`config.mk`:
```
export PLATFORM = sky130hd
export DESIGN_NAME = rbc_arith
export DESIGN_NICKNAME = d
export VERILOG_FILES = /design/src/rbc_pkg.sv /design/src/rbc_arith.sv
export SDC_FILE = /design/constraint.sdc
export NUM_CORES = 1
export LEC_CHECK = 0
export BUFFER_PORTS_ARGS = -buffer_cell sky130_fd_sc_hd__buf_2
export CAP_MARGIN = 0
export CORE_MARGIN = 4
export CORE_UTILIZATION = 45
export DETAILED_ROUTE_END_ITERATION = 8
export GPL_TIMING_DRIVEN = 1
export SYNTH_ARGS = -nofsm -noshare
export SYNTH_HDL_FRONTEND = slang
export SYNTH_SLANG_ARGS = --single-unit
```
`constraint.sdc`:
```
create_clock -name clock -period 12.4 [get_ports clock]
set_clock_uncertainty 0.15 [all_clocks]
set_input_delay 1.24 -clock clock [delete_from_list [all_inputs] [get_ports clock]]
set_output_delay 1.24 -clock clock [all_outputs]
set_load 0.005 [all_outputs]
```
`src/rbc_pkg.sv`:
```
// Shared constants, codes, state types and structs for the rank-biserial unit.
// No dependencies; every other file in src imports this package.
package rbc_pkg;

   localparam int MAX_ITEMS = 1024;
   localparam int ADDR_W    = $clog2(MAX_ITEMS);
   localparam int CNT_W     = $clog2(MAX_ITEMS + 1);
   localparam int KEY_W     = 32;
   localparam int GRP_W     = 2;
   localparam int CORR_W    = 18;
   localparam int STAT_W    = 2;
   localparam int FRAC_BITS = 16;

   localparam int REQ_DATA_W = ((KEY_W + 7) / 8) * 8;
   localparam int RSP_DATA_W = ((CORR_W + 7) / 8) * 8;

   // rank sums and products
   localparam int SUM_W  = 2 * ADDR_W;
   localparam int PROD_W = SUM_W + CNT_W;
   localparam int REM_W  = PROD_W + 2;
   localparam int QT_W   = FRAC_BITS + 2;
   localparam int STEP_W = $clog2(QT_W);

   localparam int CORR_MAX = 2 ** (CORR_W - 1) - 1;

   localparam logic [GRP_W-1:0] GRP_ZERO = 2'd0;
   localparam logic [GRP_W-1:0] GRP_ONE  = 2'd1;

   typedef enum logic [STAT_W-1:0] {
      STAT_OK    = 2'd0,
      STAT_EMPTY = 2'd1,
      STAT_OVFL  = 2'd2
   } status_type;

   typedef enum logic [1:0] {
      ST_LOAD,
      ST_RANK,
      ST_ARITH,
      ST_OUT
   } top_state_type;

   typedef enum logic [2:0] {
      RK_IDLE,
      RK_RD_I,
      RK_GET_I,
      RK_SCAN,
      RK_NEXT,
      RK_DONE
   } rank_state_type;

   typedef enum logic [3:0] {
      AR_IDLE,
      AR_MUL_A,
      AR_MUL_B,
      AR_MUL_P,
      AR_MUL_D,
      AR_SUB,
      AR_DIV,
      AR_RND,
      AR_DONE
   } arith_state_type;

   typedef struct packed {
      logic              en;
      logic [ADDR_W-1:0] addr;
      logic [KEY_W-1:0]  key;
      logic [GRP_W-1:0]  grp;
   } wr_req_type;

   typedef struct packed {
      logic [SUM_W-1:0] sum0;
      logic [CNT_W-1:0] cnt0;
      logic [SUM_W-1:0] sum1;
      logic [CNT_W-1:0] cnt1;
   } sums_type;

   typedef struct packed {
      logic     done;
      sums_type sums;
   } rank_res_type;

endpackage

```
`src/rbc_arith.sv`:
```
// Coefficient sequencer: one shared multiplier, then a restoring divider
// producing one quotient bit per cycle, rounding and saturation. Depends on rbc_pkg.
module rbc_arith (
   input  logic                       clock,
   input  logic                       reset,
   input  logic                       start,
   input  logic [rbc_pkg::CNT_W-1:0]  n,
   input  rbc_pkg::sums_type          sums,
   output logic                       done,
   output logic [rbc_pkg::CORR_W-1:0] corr
);
   import rbc_pkg::*;

   arith_state_type state_ff, state_in;
   logic [PROD_W-1:0] prod_ff, prod_in;
   logic [PROD_W-1:0] a_ff, a_in, b_ff, b_in, den_ff, den_in;
   logic [REM_W-1:0]  rem_ff, rem_in;
   logic [QT_W-1:0]   q_ff, q_in;
   logic              neg_ff, neg_in;
   logic [STEP_W-1:0] step_ff, step_in;
   logic [CORR_W-1:0] corr_ff, corr_in;

   logic [SUM_W-1:0]  mul_a;
   logic [CNT_W-1:0]  mul_b;
   logic [PROD_W-1:0] mul_p;
   logic [PROD_W-1:0] mag;
   logic [REM_W-1:0]  trial, diff;
   logic              ge;
   logic [QT_W:0]     qsum;
   logic [QT_W-1:0]   qr;

   always_ff @(posedge clock) begin
      if (reset) begin
         state_ff <= AR_IDLE;
      end else begin
         state_ff <= state_in;
      end
   end

   always_ff @(posedge clock) begin
      prod_ff <= prod_in;
      a_ff    <= a_in;
      b_ff    <= b_in;
      den_ff  <= den_in;
      rem_ff  <= rem_in;
      q_ff    <= q_in;
      neg_ff  <= neg_in;
      step_ff <= step_in;
      corr_ff <= corr_in;
   end

   // operand select for the shared multiplier
   always_comb begin
      mul_a = sums.sum1;
      mul_b = sums.cnt0;
      case (state_ff)
         AR_MUL_B: begin
            mul_a = sums.sum0;
            mul_b = sums.cnt1;
         end
         AR_MUL_P: begin
            mul_a = SUM_W'(sums.cnt0);
            mul_b = sums.cnt1;
         end
         AR_MUL_D: begin
            mul_a = prod_ff[SUM_W-1:0];
            mul_b = n;
         end
         default: begin
         end
      endcase
   end

   assign mul_p = PROD_W'(mul_a) * PROD_W'(mul_b);

   assign trial = (step_ff == '0) ? rem_ff : {rem_ff[REM_W-2:0], 1'b0};
   assign ge    = (trial >= REM_W'(den_ff));
   assign diff  = trial - REM_W'(den_ff);
   assign mag   = (a_ff < b_ff) ? (b_ff - a_ff) : (a_ff - b_ff);
   assign qsum  = {1'b0, q_ff} + (QT_W+1)'(1);
   assign qr    = qsum[QT_W:1];

   always_comb begin
      state_in = state_ff;
      prod_in  = prod_ff;
      a_in     = a_ff;
      b_in     = b_ff;
      den_in   = den_ff;
      rem_in   = rem_ff;
      q_in     = q_ff;
      neg_in   = neg_ff;
      step_in  = step_ff;
      corr_in  = corr_ff;
      done     = 1'b0;
      case (state_ff)
         AR_IDLE: begin
            if (start) begin
               state_in = AR_MUL_A;
            end
         end
         AR_MUL_A: begin
            prod_in  = mul_p;
            state_in = AR_MUL_B;
         end
         AR_MUL_B: begin
            a_in     = prod_ff;
            prod_in  = mul_p;
            state_in = AR_MUL_P;
         end
         AR_MUL_P: begin
            b_in     = prod_ff;
            prod_in  = mul_p;
            state_in = AR_MUL_D;
         end
         AR_MUL_D: begin
            prod_in  = mul_p;
            state_in = AR_SUB;
         end
         AR_SUB: begin
            den_in   = prod_ff;
            neg_in   = (a_ff < b_ff);
            rem_in   = {1'b0, mag, 1'b0};
            q_in     = '0;
            step_in  = '0;
            state_in = AR_DIV;
         end
         AR_DIV: begin
            rem_in  = ge ? diff : trial;
            q_in    = {q_ff[QT_W-2:0], ge};
            step_in = step_ff + STEP_W'(1);
            if (step_ff == STEP_W'(QT_W - 1)) begin
               state_in = AR_RND;
            end
         end
         AR_RND: begin
            if (!neg_ff) begin
               corr_in = (qr > QT_W'(CORR_MAX)) ? CORR_W'(CORR_MAX) : qr[CORR_W-1:0];
            end else if (qr > QT_W'(CORR_MAX + 1)) begin
               corr_in = CORR_W'(0) - CORR_W'(CORR_MAX + 1);
            end else begin
               corr_in = CORR_W'(0) - qr[CORR_W-1:0];
            end
            state_in = AR_DONE;
         end
         AR_DONE: begin
            done     = 1'b1;
            state_in = AR_IDLE;
         end
         default: begin
            state_in = AR_IDLE;
         end
      endcase
   end

   assign corr = corr_ff;

endmodule

```
### Yosys cells after proc, flatten, opt, wreduce, memory -nomap -nowiden

Index checks and enable logic that the tools add are counted.

* register bits after elaboration: 203
* input port bits: 76
* logic and storage cells: 53

* add/subtract/negate cells: 6
* multiply operators: 1
* $lt $le $gt $ge: 4
* equal/unequal tests: 11
* muxes and demuxes: 15
* reduce and logical (&&, ||, !) cells: 6

Operators by type and width (count)
* 33-bit 2-to-1 mux: 2
* 33-bit case mux with 2 select lines: 1
* 31-bit subtractor: 2
* 20-bit case mux with 3 select lines: 1
* 18-bit 2-to-1 mux: 3
* 18-bit case mux with 2 select lines: 1
* 33-bit by 31-bit >= comparator with 1-bit output: 1
* 33-bit by 31-bit subtractor with 33-bit output: 1
* 4-bit case mux with 8 select lines: 1
* 31-bit < comparator: 1
* 20-bit by 11-bit multiplier with 31-bit output: 1
* 31-bit 2-to-1 mux: 1
* 11-bit case mux with 2 select lines: 1
* 18-bit by 1-bit adder with 19-bit output, second input constant: 1
* 18-bit by 17-bit greater-than comparator with 1-bit output, second input constant: 1
* 18-bit greater-than comparator, second input constant: 1
* 1-bit by 18-bit subtractor with 18-bit output, first input constant: 1
* 4-bit by 3-bit equality test with 1-bit output, second input constant: 4
* 5-bit case mux with 2 select lines: 1
* 4-bit by 2-bit equality test with 1-bit output, second input constant: 2
* 4-bit 2-to-1 mux: 2
* 5-bit by 1-bit adder with 5-bit output, second input constant: 1
* 5-bit equality test, second input constant: 1
* 5-bit logical NOT: 1
* 9 further kinds: 10

### Logic depth before layout (Yosys ltp)

Gate-level depths: netlist of the first run.

* word-level depth: 5
* mapped depth: 32
* gate-level depth less buffers: 28

### Worst setup path after synthesis of the first run

No wires, ideal clock.

* path type: register to register
* start: register state_ff[2]
* end: register prod_ff[30], data pin
* arrival time: 7.333 ns
* required time: 11.990 ns
* slack: 4.657 ns
* stages on the path, launching flop included: 28
* buffers on the path: 2
* period minus slack after synthesis: 7.743 ns
* cell sequence: dfxtp_1 clkbuf_1 nor3b_1 nor2b_1 clkbuf_1 a22oi_1 nand2_1 nand2_1 fa_1 inv_1 fa_1 fa_1 fa_1 inv_1 fa_1 inv_1 ha_1 and3_1 a221oi_1 o221ai_1 a21oi_1 o21ai_0 o211ai_1 a21boi_0 o21ai_0 nand2b_1 a21oi_1 xnor2_1

* cells in the longest elaborated chain, start to end: 4
* elaborated cells on any way between the ends: 7

RTL lines
* start, declared: RTL line rbc_arith.sv:14 `arith_state_type state_ff, state_in;`
* start signal, assigned: RTL line rbc_arith.sv:36 `state_ff <= state_in;`
* 4-bit by 2-bit equality test with 1-bit output: RTL line rbc_arith.sv:56 `case (state_ff)`
* 2-bit OR reduction (no source line)
* 11-bit case mux with 2 select lines: RTL line rbc_arith.sv:56
* 20-bit by 11-bit multiplier with 31-bit output *: RTL line rbc_arith.sv:74 `assign mul_p = PROD_W'(mul_a) * PROD_W'(mul_b);`
* via mul_p[30]: RTL line rbc_arith.sv:25 `logic [PROD_W-1:0] mul_p;`
* end signal, assigned: RTL line rbc_arith.sv:41 `prod_ff <= prod_in;`
* end, declared: RTL line rbc_arith.sv:15 `logic [PROD_W-1:0] prod_ff, prod_in;`

Mark *: on every way through the listed nets, which the timed path passes. The rest lies on a longest branch.
A chain may end at the register's enable or synchronous reset.

### Worst setup path after layout of the first run

* start: register state_ff[3]
* end: register prod_ff[30], data pin

The elaborated chain is that of the path after synthesis.

==> results.toml, run 1 <==
[run_status]
status = "complete, no violations"

[clocking]
cts_hold_buf = 0
cts_tree = "done"
clk_path_buf_depth = 3
cts_setup_buffers = 0
path_clk_slew_ns = 0.06
ctsResizeCount = 0
htree_levels = 1
cts_buffers = 22
cts.sinks = 203
cts_root_buf = "clkbuf_16"
clock_latency_ns = 0.53

[final_layout]
drive_above_1_share_pct = 8.787
antennaDiodeCount = 0
syn2layout_area_growth_pct = 8.418
register_area_um2 = 6056
fillers = 4272
fin_cells = 2933
multi_input_area_um2 = 13310
fin_area_um2 = 22560
fin_nets = 2725

[global_route]
grt_pass1_vias = 16220
grt_pass1_wl_mm = 88.18
grt_max_degree = 57
gr-total-overflow = 0
antenna_found_initial = 0
track_usage_pct = 21.74

[worst_setup_path]
endpoint_kind = "register"
crit_type = "register to register"
startpoint_type = "register"
cp.required_ns = 12.51
cp.arrival_ns = 8.76
worst-path-max-fanout = 39
rrSetupSlack_ns = 3.75

[sta]
relSlewSlack_pct = 31.11
worst_slack_ns = 3.747
fmax_mhz = 115.6
hold_violations = 0
fin_crit_sh_pct = 69.78
period_minus_slack_ns = 8.653
tightest_slew_ns = 1.031
rsz0062_at_grt = "false"
setup_viol = 0
finalSetupTns_ns = 0
drv_slew = 0

[power]
total_power_mw = 7.044
swShare_pct = 47.21
pwr-share-seq_pct = 17.9
power_density_nw_per_um2 = 312.2
p_comb_share_pct = 73.1
p_sw_mw = 3.325
pwr-share-clk_pct = 9.0
p_leak_nw = 9.951
vdd.ir_drop.worst_v = 0.0003859
p_int_mw = 3.719

[logic_synthesis]
syn_area_um2 = 20810
synth-edff-count = 199
synth_cells = 2271
synth.net_count = 2678
async_flop_share_pct = 0
synth_top_area_cell = "edfxtp_1"
yosysSeqAreaShare_pct = 29.10
synth_warnings = 0
synth-seq-cells = 203
synth.distinct_cells = 72
synthTopCellsByArea = "edfxtp_1 (29%), fa_1 (16%), ha_1 (10%), inv_1 (5.4%), nand2_1 (4.5%)"
synth_ff_type = "edfxtp_1"
yosysTopAreaCellShare_pct = 28.72
avgSynthCellArea_um2 = 9.163

[die]
coreArea_um2 = 45580
pin_count = 95
initial_core_util_pct = 45.66
fp.dieH_um = 223.0
die_w_um = 223.0
rows = 78
die_area_um2 = 49750

[place]
dp_hpwl_mm = 44.13
portBuffers = 94
dp.cells = 2894
dpl_cell_area_um2 = 21880
pre_cts_slack_ns = 3.883
gp_congestion = 0.9160

[route]
detail-route-antenna-nets = 0
first_pass_iters = 8
drt-initial-drc-count = 1146
route.detailed.drc = 0
viasPerCell = 5.544
vias = 16260
drt-total-wl_mm = 55.41
avgRoutedWirePerCell_um = 18.89

[worst_hold_path]
hp-class = "register to register"

[run]
maxCapViolations = 0
-- area by class of cell --
class | count | area share, %
Tap cell | 600 | 3.328
Multi-Input combinational cell | 1673 | 58.98
Inverter | 302 | 5.025
Timing Repair Buffer | 116 | 2.817
Sequential cell | 203 | 26.84
Clock inverter | 11 | 0.3771
Clock buffer | 28 | 2.634
-- cell usage after synthesis, drive strengths merged, types with 17 or more instances --
| master | number |
|---|---|
| nand4 | 19 |
| nand3 | 33 |
| and2 | 51 |
| fa | 164 |
| ha | 167 |
| nor2 | 220 |
| mux2i | 24 |
| a21o | 62 |
| a31oi | 19 |
| buf | 20 |
| nand2b | 17 |
| clkbuf | 73 |
| nor3 | 35 |
| a22oi | 42 |
| nand2 | 251 |
| inv | 302 |
| a221oi | 17 |
| nor2b | 17 |
| xnor2 | 63 |
| o21ai | 83 |
| a21oi | 135 |
| xor2 | 41 |
| edfxtp | 199 |
| a211oi | 26 |
| o21a | 17 |
| mux2 | 35 |
-- metal layers --
metal  track usage (%)  wire length (µm)  vias to the layer above  part of all wire [%]
met5                 0                 0                        -                     0
met3             2.342              2812                       77                   5.1
li1                  -                 -                     7849                     -
met2             36.50             26200                      447                    47
met4             4.792              1190                        0                   2.1
met1             30.63             25200                     7888                    45
-- registers in the layout, summed over array words and instances (netlist names) --
register	count
a_ff	31
b_ff	31
corr	18
den_ff	31
neg_ff	1
prod_ff	31
q_ff	18
rem_ff	33
state_ff	4
step_ff	5
-- cells by family after synthesis --
family	Yosys count	share of synthesized area [%]
AO/OA/AOI/OAI	488	15.47
XOR/XNOR	104	4.377
adder cells (fa/ha/maj)	331	25.82
buffers and inverters	395	7.251
flip-flops	203	29.10
multiplexers	59	3.049
AND/OR/NAND/NOR	691	14.94
-- cells in the final DEF (no fill, tap or decap), drive strengths merged, types with 26 or more instances in the layout --
cell,count
a211oi,26
a21o,62
a21oi,135
a22oi,42
and2,51
buf,116
clkbuf,28
edfxtp,199
fa,164
ha,167
inv,303
mux2,35
nand2,251
nand3,33
nor2,220
nor3,35
o21ai,83
xnor2,63
xor2,41
-- worst max-delay path, cell delays in order (launching register included) --
cell,delay (ns)
dfxtp_1,0.47
nand2b_1,0.38
nor3_2,0.07
buf_4,0.27
nor2_4,0.82
nand2_1,0.12
nand2_1,0.60
nand2_1,0.18
fa_1,0.54
fa_1,0.51
inv_1,0.05
fa_1,0.48
fa_1,0.55
inv_1,0.06
fa_1,0.52
inv_1,0.04
ha_1,0.34
and3_1,0.22
a221oi_1,0.44
o221ai_1,0.17
a21oi_1,0.26
o21ai_0,0.26
o211ai_1,0.23
a21boi_0,0.13
o21ai_0,0.16
nand2b_1,0.07
a21oi_1,0.17
xnor2_1,0.09
-- stage by stage --
| step | hold WS (ns) | utilization (%) |
|---|---|---|
| after global routing | 0.3426 | 49.50 |
| after CTS | 0.3227 | 49.50 |
| after global placement | 0.3006 | 48.01 |
| after detailed placement | 0.3089 | 48.01 |
| final | 0.3194 | 49.50 |
| after floorplan | 0.2901 | - |
-- final timing paths --
path | start | endpoint | depth (start not counted)
worst max register to register | state_ff[3] | prod_ff[30] | 27
worst min register to register | prod_ff[21] | b_ff[21] | 0
worst max-delay path | state_ff[3] | prod_ff[30] | 27
worst min-delay path | prod_ff[21] | b_ff[21] | 0
-- power by group through the flow --
stage	registers (mW)	logic (mW)	clock network [mW]
2_1_floorplan	1.23	4.00	0
3_3_place_gp	1.27	5.02	0
3_5_place_dp	1.28	5.15	0
4_1_cts	1.26	5.18	0.648
5_1_grt	1.27	5.86	0.675
6_report	1.26	5.15	0.631
No activity file was read; power rests on OpenSTA's default activity.
==> run 2: changes to the inputs <==
--- a/config.mk
+++ b/config.mk
@@ -5,6 +5,7 @@
 export SDC_FILE = /design/constraint.sdc
 export NUM_CORES = 1
 export LEC_CHECK = 0
+export ABC_AREA = 1
 export BUFFER_PORTS_ARGS = -buffer_cell sky130_fd_sc_hd__buf_2
 export CAP_MARGIN = 0
 export CORE_MARGIN = 4
==> constraint.sdc (replaced) <==
create_clock -name clock -period 7.56 [get_ports clock]
set_clock_uncertainty 0.15 [all_clocks]
set_input_delay 0.756 -clock clock [delete_from_list [all_inputs] [get_ports clock]]
set_output_delay 0.756 -clock clock [all_outputs]
set_load 0.005 [all_outputs]
==> results.toml, run 2 <==
[run_status]
status = "complete, no violations"

[final_layout]
fin_util_pct = 48.94
antennaDiodeCount = 0
final_cell_mix = "nand2_1 (1017), inv_1 (602), nor2_1 (242), edfxtp_1 (199), ha_1 (167)"
fin_cells = 3982
top_register = "rem_ff"
syn2layout_area_growth_pct = 7.859
drive_above_1_share_pct = 6.602
fillers = 5270
fin_nets = 3695
largest_reg_flops = 33
final_common_cell = "nand2_1"

[worst_setup_path]
cp.arrival_ns = 7.10
cp.required_ns = 7.70
crit_type = "register to register"
startpoint_type = "register"
endpoint_kind = "register"
worst-path-max-fanout = 32

[clocking]
cts_tree = "done"
cts_buffers = 23
cts.sinks = 203
clk_path_buf_depth = 3
path_clk_slew_ns = 0.06
cts_setup_buffers = 0
htree_levels = 1
cts_root_buf = "clkbuf_16"
clock_latency_ns = 0.54

[global_route]
antenna_found_initial = 0
grt_pass1_vias = 20290
grt_max_degree = 57
gr-total-overflow = 0
track_usage_pct = 24.42
grt_pass1_wl_mm = 109.2

[logic_synthesis]
yosysTopAreaCellShare_pct = 25.67
yosysMostFrequentCell = "nand2_1"
synthTopCellsByArea = "edfxtp_1 (26%), nand2_1 (16%), fa_1 (14%), inv_1 (9.7%), ha_1 (9.0%)"
synthTopCellsByCount = "nand2_1 (1017), inv_1 (602), nor2_1 (245)"
synth.net_count = 3632
avgSynthCellArea_um2 = 7.218
syn_area_um2 = 23280
synth-edff-count = 199
async_flop_share_pct = 0
synth.distinct_cells = 52
synth_ff_type = "edfxtp_1"
synth_warnings = 0
synth-seq-cells = 203
synth_top_area_cell = "edfxtp_1"
yosysSeqAreaShare_pct = 26.02
synth_cells = 3225

[place]
pre_cts_slack_ns = 0.3052
dp_hpwl_mm = 59.03
portBuffers = 94
gp_congestion = 0.9537
dp.cells = 3942

[sta]
relSlewSlack_pct = 35.50
tightest_slew_ns = 0.9674
fin_crit_sh_pct = 92.16
finalSetupTns_ns = 0
period_minus_slack_ns = 6.968
setup_viol = 0
worst_slack_ns = 0.5924
hold_violations = 0
rsz0062_at_grt = "false"
drv_slew = 0
fmax_mhz = 143.5

[power]
p_sw_mw = 6.551
pwr-share-seq_pct = 16.7
p_comb_share_pct = 75.2
pwr-share-clk_pct = 8.1
swShare_pct = 51.86
power_density_nw_per_um2 = 503.1
p_int_mw = 6.081
vdd.ir_drop.worst_v = 0.0005320
p_leak_nw = 12.82

[die]
die_w_um = 235.4
rows = 83
die_area_um2 = 55430
initial_core_util_pct = 45.37
fp.dieH_um = 235.4
coreArea_um2 = 51300
pin_count = 95

[route]
viasPerCell = 5.190
drt-total-wl_mm = 70.45
route.detailed.drc = 0
vias = 20670
drt-initial-drc-count = 1211
avgRoutedWirePerCell_um = 17.69
detail-route-antenna-nets = 0
first_pass_iters = 7

[run]
maxCapViolations = 0

[worst_hold_path]
hp-class = "input port to register"
-- run 2: changes by cell type in the layout (fill, tap and decap cells not counted), moves of 27 or more --
| cell | delta |
|---|---|
| a21o_1 | -58 |
| o21ai_0 | +41 |
| inv_1 | +301 |
| a22oi_1 | -40 |
| nand3_1 | +122 |
| and2_1 | -47 |
| a21oi_1 | +27 |
| nand2_1 | +766 |
| mux2_2 | -35 |
| xnor2_1 | -27 |
-- run 2: worst paths after layout --
| kind | slack [ns] | start | to | cells past startpoint |
|---|---|---|---|---|
| min reg2reg | 0.32 | state_ff[3] | state_ff[0] | 1 |
| max reg2reg | 0.59 | state_ff[0] | prod_ff[25] | 24 |
| min | 0.31 | reset | state_ff[2] | 2 |
| max | 0.59 | state_ff[0] | prod_ff[25] | 24 |
-- run 2: layer usage --
| metal | up-vias | share of wire [%] | GRT usage, % |
|---|---|---|---|
| li1 | 10190 | - | - |
| met1 | 9886 | 43 | 31.58 |
| met2 | 471 | 50 | 43.88 |
| met3 | 114 | 3.5 | 1.523 |
| met4 | 0 | 3.5 | 7.777 |
| met5 | - | 0 | 0 |
-- run 2: layout make-up --
class | instances | area (µm²) | share of cell area (%)
clock buffer | 29 | 598.1 | 2.382
clock inverter | 10 | 68.82 | 0.2741
inverter | 622 | 2335 | 9.299
multi-input combinational | 2316 | 14510 | 57.77
sequential | 203 | 6056 | 24.12
tap | 680 | 850.8 | 3.389
timing repair buffer | 122 | 693.2 | 2.761
-- run 2: metrics by stage --
| step | total power, mW | hold slack (ns) | instance area (µm²) |
|---|---|---|---|
| 2_1_floorplan | 9.318 | 0.2696 | 23280 |
| 3_3_place_gp | 11.76 | 0.2904 | 24430 |
| 3_5_place_dp | 11.67 | 0.3043 | 24430 |
| 4_1_cts | 12.75 | 0.2786 | 25100 |
| 5_1_grt | 14.16 | 0.3087 | 25110 |
| 6_report | 12.63 | 0.3092 | 25110 |
-- run 2: cells by family after synthesis --
logic type | count (synthesis) | share of synthesized area, %
and+or+nand+nor | 1547 | 27.60
adders and majority gates | 331 | 23.08
buffers and inverters | 707 | 11.84
DFF | 203 | 26.02
xor gates and xnor gates | 83 | 3.123
AOI/OAI and AO/OA | 354 | 8.348
-- run 2: power groups by stage --
| stage | Sequential, mW | Combinational [mW] | Clock, mW |
|---|---|---|---|
| after floorplan | 2.03 | 7.29 | 0 |
| after global placement | 2.13 | 9.63 | 0 |
| after detailed placement | 2.14 | 9.53 | 0 |
| after CTS | 2.12 | 9.59 | 1.05 |
| after global routing | 2.13 | 10.9 | 1.10 |
| final | 2.11 | 9.50 | 1.02 |
-- run 2: repair_timing --
action,4_1_cts,5_1_grt
endpoints found under the hold margin,0,0
hold buffers,0,0
setup endpoints to repair,0,5
gates resized for setup,0,0
-- run 2: worst max-delay path, stage by stage, from the launching register on --
cell and delay, ns:
dfxtp_1 0.39, nor2_2 0.28, inv_2 0.10, nor2_4 0.21
buf_4 0.40, nand2_1 0.10, nand3_1 0.60, buf_4 0.28
nand2_1 0.08, fa_1 0.50, fa_1 0.51, inv_1 0.06
fa_1 0.48, fa_1 0.49, inv_1 0.05, fa_1 0.52
inv_1 0.04, ha_1 0.38, nand2_1 0.12, nor2_1 0.13
and2_1 0.18, nand3_1 0.08, o211ai_1 0.29, a21oi_1 0.13
xnor2_1 0.15
